<file path="config.mk">
export PLATFORM = sky130hd
export DESIGN_NAME = has_mod
export DESIGN_NICKNAME = d
export VERILOG_FILES = /design/src/rtl/has_pkg.sv /design/src/rtl/has_mod.sv
export SDC_FILE = /design/constraint.sdc
export NUM_CORES = 1
export LEC_CHECK = 0
export BUFFER_PORTS_ARGS = -buffer_cell sky130_fd_sc_hd__buf_2
export CORE_UTILIZATION = 36
export CTS_CLUSTER_SIZE = 8
export DETAILED_ROUTE_END_ITERATION = 8
export HOLD_SLACK_MARGIN = 0.06
export PLACE_DENSITY_LB_ADDON = 0.15
export SYNTH_ARGS = -nofsm -noshare
export SYNTH_HDL_FRONTEND = slang
export SYNTH_SLANG_ARGS = --single-unit
</file>
<file path="constraint.sdc">
create_clock -name i_clk -period 6.8 [get_ports i_clk]
set_input_delay 0 -clock i_clk [delete_from_list [all_inputs] [get_ports i_clk]]
set_output_delay 0 -clock i_clk [all_outputs]
set_load 0.005 [all_outputs]
</file>
<file path="src/rtl/has_pkg.sv">
// Package for the hashed aggregator switch: types, codes and item layouts.
// Used by every module of the block; depends on nothing.
`default_nettype none
package has_pkg;

    localparam logic [1:0] OP_NORMAL = 2'd0;
    localparam logic [1:0] OP_RESEND = 2'd1;
    localparam logic [1:0] OP_SCAN   = 2'd2;
    localparam logic [1:0] OP_NONE   = 2'd3;

    localparam logic [1:0] CFG_POOL    = 2'd0;
    localparam logic [1:0] CFG_ECN     = 2'd1;
    localparam logic [1:0] CFG_TIMEOUT = 2'd2;

    localparam logic [7:0] SWITCH_WORKER = 8'hFF;
    localparam logic [31:0] HASH_MUL     = 32'd31;

    typedef struct packed {
        logic        ecn_in;
        logic [5:0]  worker_count;
        logic [31:0] worker_mask;
        logic [5:0]  fan_in;
        logic [31:0] value;
        logic [4:0]  src_worker;
        logic [15:0] seq_num;
        logic [31:0] job_id;
        logic [1:0]  opcode;
    } t_in_item;

    typedef struct packed {
        logic        resent_out;
        logic        ecn_out;
        logic [5:0]  out_count;
        logic [31:0] out_mask;
        logic        sw_result;
        logic        collided;
        logic [5:0]  out_fan_in;
        logic [31:0] out_value;
        logic [7:0]  out_worker;
        logic [15:0] out_seq;
        logic [31:0] out_job_id;
    } t_out_item;

    typedef struct packed {
        logic [47:0] key;
        logic [31:0] sum;
        logic [31:0] mask;
        logic [5:0]  count;
        logic [31:0] stamp;
        logic        ecn;
    } t_slot;

endpackage
`default_nettype wire

</file>
<file path="src/rtl/has_mod.sv">
// Hash modulo unit: reduces a 32-bit hash modulo the pool size, one bit a cycle.
// Depends on has_pkg.
`default_nettype none
module has_mod
    import has_pkg::*;
#(
    parameter int W = 17
) (
    input  wire logic          i_clk,
    input  wire logic          i_rst_n,
    input  wire logic          i_start,
    input  wire logic [31:0]   i_num,
    input  wire logic [W-1:0]  i_div,
    output logic               o_done,
    output logic [W-1:0]       o_rem
);
    logic [31:0] r_num;
    logic [W:0]  r_rem;
    logic [5:0]  r_cnt;
    logic        r_busy;
    logic [W:0]  v_sh;
    logic [W:0]  v_sub;

    always_comb begin
        v_sh  = {r_rem[W-1:0], r_num[31]};
        v_sub = v_sh - {1'b0, i_div};
    end

    always_ff @(posedge i_clk) begin
        if (!i_rst_n) begin
            r_busy <= 1'b0;
            r_cnt  <= '0;
            o_done <= 1'b0;
        end else begin
            o_done <= 1'b0;
            if (i_start) begin
                r_busy <= 1'b1;
                r_cnt  <= 6'd32;
                r_num  <= i_num;
                r_rem  <= '0;
            end else if (r_busy) begin
                r_num <= {r_num[30:0], 1'b0};
                r_rem <= v_sub[W] ? v_sh : v_sub;
                r_cnt <= r_cnt - 6'd1;
                if (r_cnt == 6'd1) begin
                    r_busy <= 1'b0;
                    o_done <= 1'b1;
                end
            end
        end
    end

    assign o_rem = r_rem[W-1:0];
endmodule
`default_nettype wire

</file>
# After elaboration in Yosys (flattened, before gate mapping)
# Cells that the tools add are included.
# op_classes
shift	0
n_addsub	2
n_mul	0
eq_ne	1
n_reduce_logical	4
bitwise_logic	2
div	0
magnitude_cmp	0
mux	10
# op_table
op	count
two-way mux 32 bit	2
two-way mux 17 bit	2
subtractor 18 x 17 -> 18 bit	1
two-way mux 6 bit	2
== test 6 x 1 -> 1 bit (second input constant)	1
subtractor 6 x 1 -> 6 bit (second input constant)	1
two-way mux 1 bit	4
OR reduction 3 bit	1
inverter 1 bit	2
AND reduction 2 bit	1
nonzero test 2 bit	1
OR reduction 2 bit	1
# totals
ramBits	0
word_cells	25
mem_bits_ro	0
latchBits	0
n_memories	0
output_inout_bits	18
input_bits	52
reg_bits	57

# Logic depth before layout (Yosys ltp)
# depth
ltp_word	4
mapped_depth	11
mapped_depth_nobuf	10

# Worst setup path after synthesis
# OpenSTA, ideal clock, no wires.
# synth_timing
path_type	register to register
from	reg r_rem[11]
to	reg r_rem[2] (data pin)
slack_ns	4.151
setup_ns	0.266
stages_incl_launch_ff	10
synth_period_minus_slack_ns	2.649
t_arrival_ns	2.383
path_cell_list	edfxtp_1 -> ha_1 -> and2_2 -> nand4_1 -> or3_1 -> a2111o_1 -> o211ai_2 -> buf_2 -> mux2i_1 -> nor2_1
# synth_via
elab_chain_cells	3
# synth_lines
item	line	rtl
start, declared	has_mod.sv:18	logic [W:0] r_rem;
start signal, assigned	has_mod.sv:43	r_rem <= v_sub[W] ? v_sh : v_sub;
subtractor 18 x 17 -> 18 bit	has_mod.sv:26	v_sub = v_sh - {1'b0, i_div};
two-way mux 17 bit	has_mod.sv:43	
two-way mux 17 bit	has_mod.sv:41	end else if (r_busy) begin
# Every way passes these cells. The select of a mux whose other input is x is not followed.
# A chain may end at the register's enable or synchronous reset.

# Worst setup path after layout
# layout_timing
from	reg r_rem[11]
to	reg r_rem[16] (data pin)
# The elaborated chain is that of the path after synthesis.

==> results.md <==
* Tcrit/Tclk final at a little under half
* Nets at about 490
* Sw frac at a little under a third
* Crit end category: register
* Worst-Margin Slew at around 1100 ps
* Most used DFF post-synth: edfxtp_1
* Total negative slack at 0 ps
* Gate power share at between 20% and 30%
* Routed via count at between 2000 and 3000
* Final hold vios at 0
* Clock transition at path regs at 80 ps
* Status: completed
* Die footprint at 10020 um2
* Clk pwr share at 29.8%
* Vias/cell at between 4 and 5
* CTS Buffer Depth at 2
* Switch Pwr at about 0.30 mW
* Final critical-path setup slack at 3565 ps
* Number of H-tree levels at 3
* Post-Syn Instances at 319
* Core Box Area at roughly 9300 um2
* Mapped cell area at 3466 um2
* Pwr dens at roughly 220 nW/um2
* Worst-path fanout max at 16
* Routed Wire Length at roughly 7.3 mm
* Critical path class: register to register
* I/O Buffers at 69
* All-Layer GR Usage at between 10% and 20%
* First-pass GRT wire length at ~12 mm
* Layout Skew at about 7.4 ps
* Sequential share of the synthesized area at between 40 and 50%
* CTS tree: yes
* Vias in the first global route at around 2600
* Leak pwr at 1.861 nW
* Slew Viols, Final at 0
* Chip width at ~100 um
* Min Tclk post-route at approximately 3200 ps
* Clk_lat worst skew at between 300 and 400 ps
* Post-DRT Antenna Nets at 0
* Global route overflow at 0
* Layout cells sized above 1 at 29.98%
* Slew Limit Headroom at 26.05%
* Max Freq at roughly 0.31 GHz
* Final Setup Violations at 0
* Syn_area_per_cell at approximately 11 um2
* Internal power at about 0.68 mW
* Root buffer cell: clkbuf_8
* Avg WL per Cell at between 10 and 15 um
* #FFs+latches synth at 57
* Unrepaired setup endpoints after global routing: false
* Critical Path AT at ~3400 ps
* Syn Nets at 391
* Die height at 100.1 um
* Largest net degree at the start of global routing at 55
* Total number of yosys warnings at 0
* Initial Utilization at approximately 37%
* Number of DRC markers in iteration 0 at 106
* Clk sinks at 57
* Hold Path Class: input pin to register
* Initial antenna violation count at 0
* HPWL Detailed at roughly 5 mm
* Asr flop ratio synth at 0%
* Pre-antenna DRT Iters at 4
* Ant. Diodes at 0
* Resized cells post-CTS at 0
* DRC errors left at 0
* Crit start category: register
* VDD IR max at between 100 and 150 uV
* Row Count at 35
* # IOs at 70
* Global placer's final weighted congestion at about 0.76
* Num CTS Buffers at 9
* Area grow syn2layout at 28.34%
* Post-synth EDFFs at 49
* Max-Cap Viols at 0
* Distinct cells, synth at 52
* WP data required at 7000 ps
* Dpl ws at between 3000 and 4000 ps
* Share of power burned in registers at between 40% and 50%
repair_timing:
item / in CTS / in global routing
buffers inserted: 0 / 0
hold buffers: 33 / 0
setup endpoints to repair: 0 / 0
endpoints found under the hold margin: 38 / 0
path summary, 6_finish.rpt:
check | start | end | slack (ps) | cells after the start
min | i_div[0] | r_rem[0] | 180 | 4
max | r_rem[11] | r_rem[16] | 3570 | 9
min reg2reg | r_cnt[0] | r_cnt[0] | 500 | 2
max reg2reg | r_rem[11] | r_rem[16] | 3570 | 9
flip-flops by register name (all words and copies together) (netlist names):
name,flops
o_done,1
r_num,32
r_cnt,6
r_busy,1
r_rem,17
per-stage QoR:
step	hold slack, ps	power, mW	cell area [um2]	util [%]	std cells
after floorplan	153.8	0.6141	3466	-	319
after global placement	285.9	0.6759	3939	42.43	507
after detailed placement	288.4	0.6788	3939	42.43	507
after CTS	168.6	0.9881	4448	47.91	556
after global routing	216.9	1.037	4448	47.91	556
final	183.6	0.9731	4448	47.91	556
layout make-up:
class / count / area [um2]
Fill cell: 913 / 4836
Multi-Input combinational cell: 226 / 1695
Sequential cell: 57 / 1632
Timing Repair Buffer: 104 / 690.7
Tap cell: 129 / 161.4
Clock buffer: 9 / 123.9
Inverter: 24 / 90.09
Clock inverter: 7 / 55.05
synth_stat cells, drive strengths merged, types with 3 or more instances:
library cell,n,area [um2]
a21o,7,52.55
inv,24,90.09
and3,3,18.77
mux2,32,360.4
nand2b,4,25.02
nor2,26,97.59
ha,19,237.7
a31oi,5,31.28
o211ai,3,27.52
o21a,5,37.54
mux2i,10,100.1
edfxtp,49,1471
a21oi,18,90.09
o21ai,13,65.06
nand2,18,67.56
clkbuf,10,37.54
xnor2,9,78.83
and2,3,20.02
dfxtp,8,160.2
nor2b,4,25.02
nand3,4,20.02
nor3,11,55.05
cells in the final DEF (no fill, tap or decap), types with 2 or more instances in the layout:
cell,count
edfxtp_1,49
nor2b_1,4
clkinvlp_4,2
nor4_1,2
and3_1,3
o21a_1,4
o21ai_0,13
nand2_1,18
buf_4,2
or3b_2,2
a21o_1,7
a21oi_1,18
nor2_1,26
ha_1,19
dfxtp_1,8
o21bai_1,2
clkinv_4,2
mux2_2,32
buf_2,69
xnor2_1,9
a31oi_1,5
nand4_1,2
and2_1,2
nand2b_1,4
nor3_1,11
mux2i_1,10
clkbuf_8,9
xor2_1,2
o2111ai_1,2
dlygate4sd3_1,33
inv_6,2
nand3_1,4
inv_1,24
o211ai_1,2
power by group through the flow:
stage / logic [mW] / registers, mW / clock network [mW]
6_report: 0.255 / 0.428 / 0.290
5_1_grt: 0.289 / 0.432 / 0.317
4_1_cts: 0.258 / 0.429 / 0.301
3_5_place_dp: 0.242 / 0.437 / 0
3_3_place_gp: 0.240 / 0.436 / 0
2_1_floorplan: 0.179 / 0.435 / 0
critical path: stages (launching register included):
cell and delay (ps):
edfxtp_1 410, ha_1 380, and2_2 200, nand4_1 130, or3_1 430, a211oi_2 170
o211ai_2 320, buf_4 310, or4b_2 620, nand4_1 110
metal layers:
layer / GRT usage [%] / wire (um) / share of wire, %
met2: 25.40 / 3471 / 47
met1: 20.75 / 3447 / 47
met3: 4.526 / 347 / 4.7
met5: 0 / 0 / 0
met4: 4.125 / 68 / 0.93
kinds of logic (layout without fill, tap and decap cells):
family | after synthesis | in the layout | synth area share [%]
and+or+nand+nor | 86 | 86 | 12.27
AOI/OAI and AO/OA | 67 | 67 | 13.11
DFF | 57 | 57 | 47.08
muxes | 42 | 42 | 13.29
buffers and inverters | 36 | 144 | 4.043
adders and majority gates | 20 | 20 | 7.437
xor gates and xnor gates | 11 | 11 | 2.780
(Power assumes the default switching activity.)
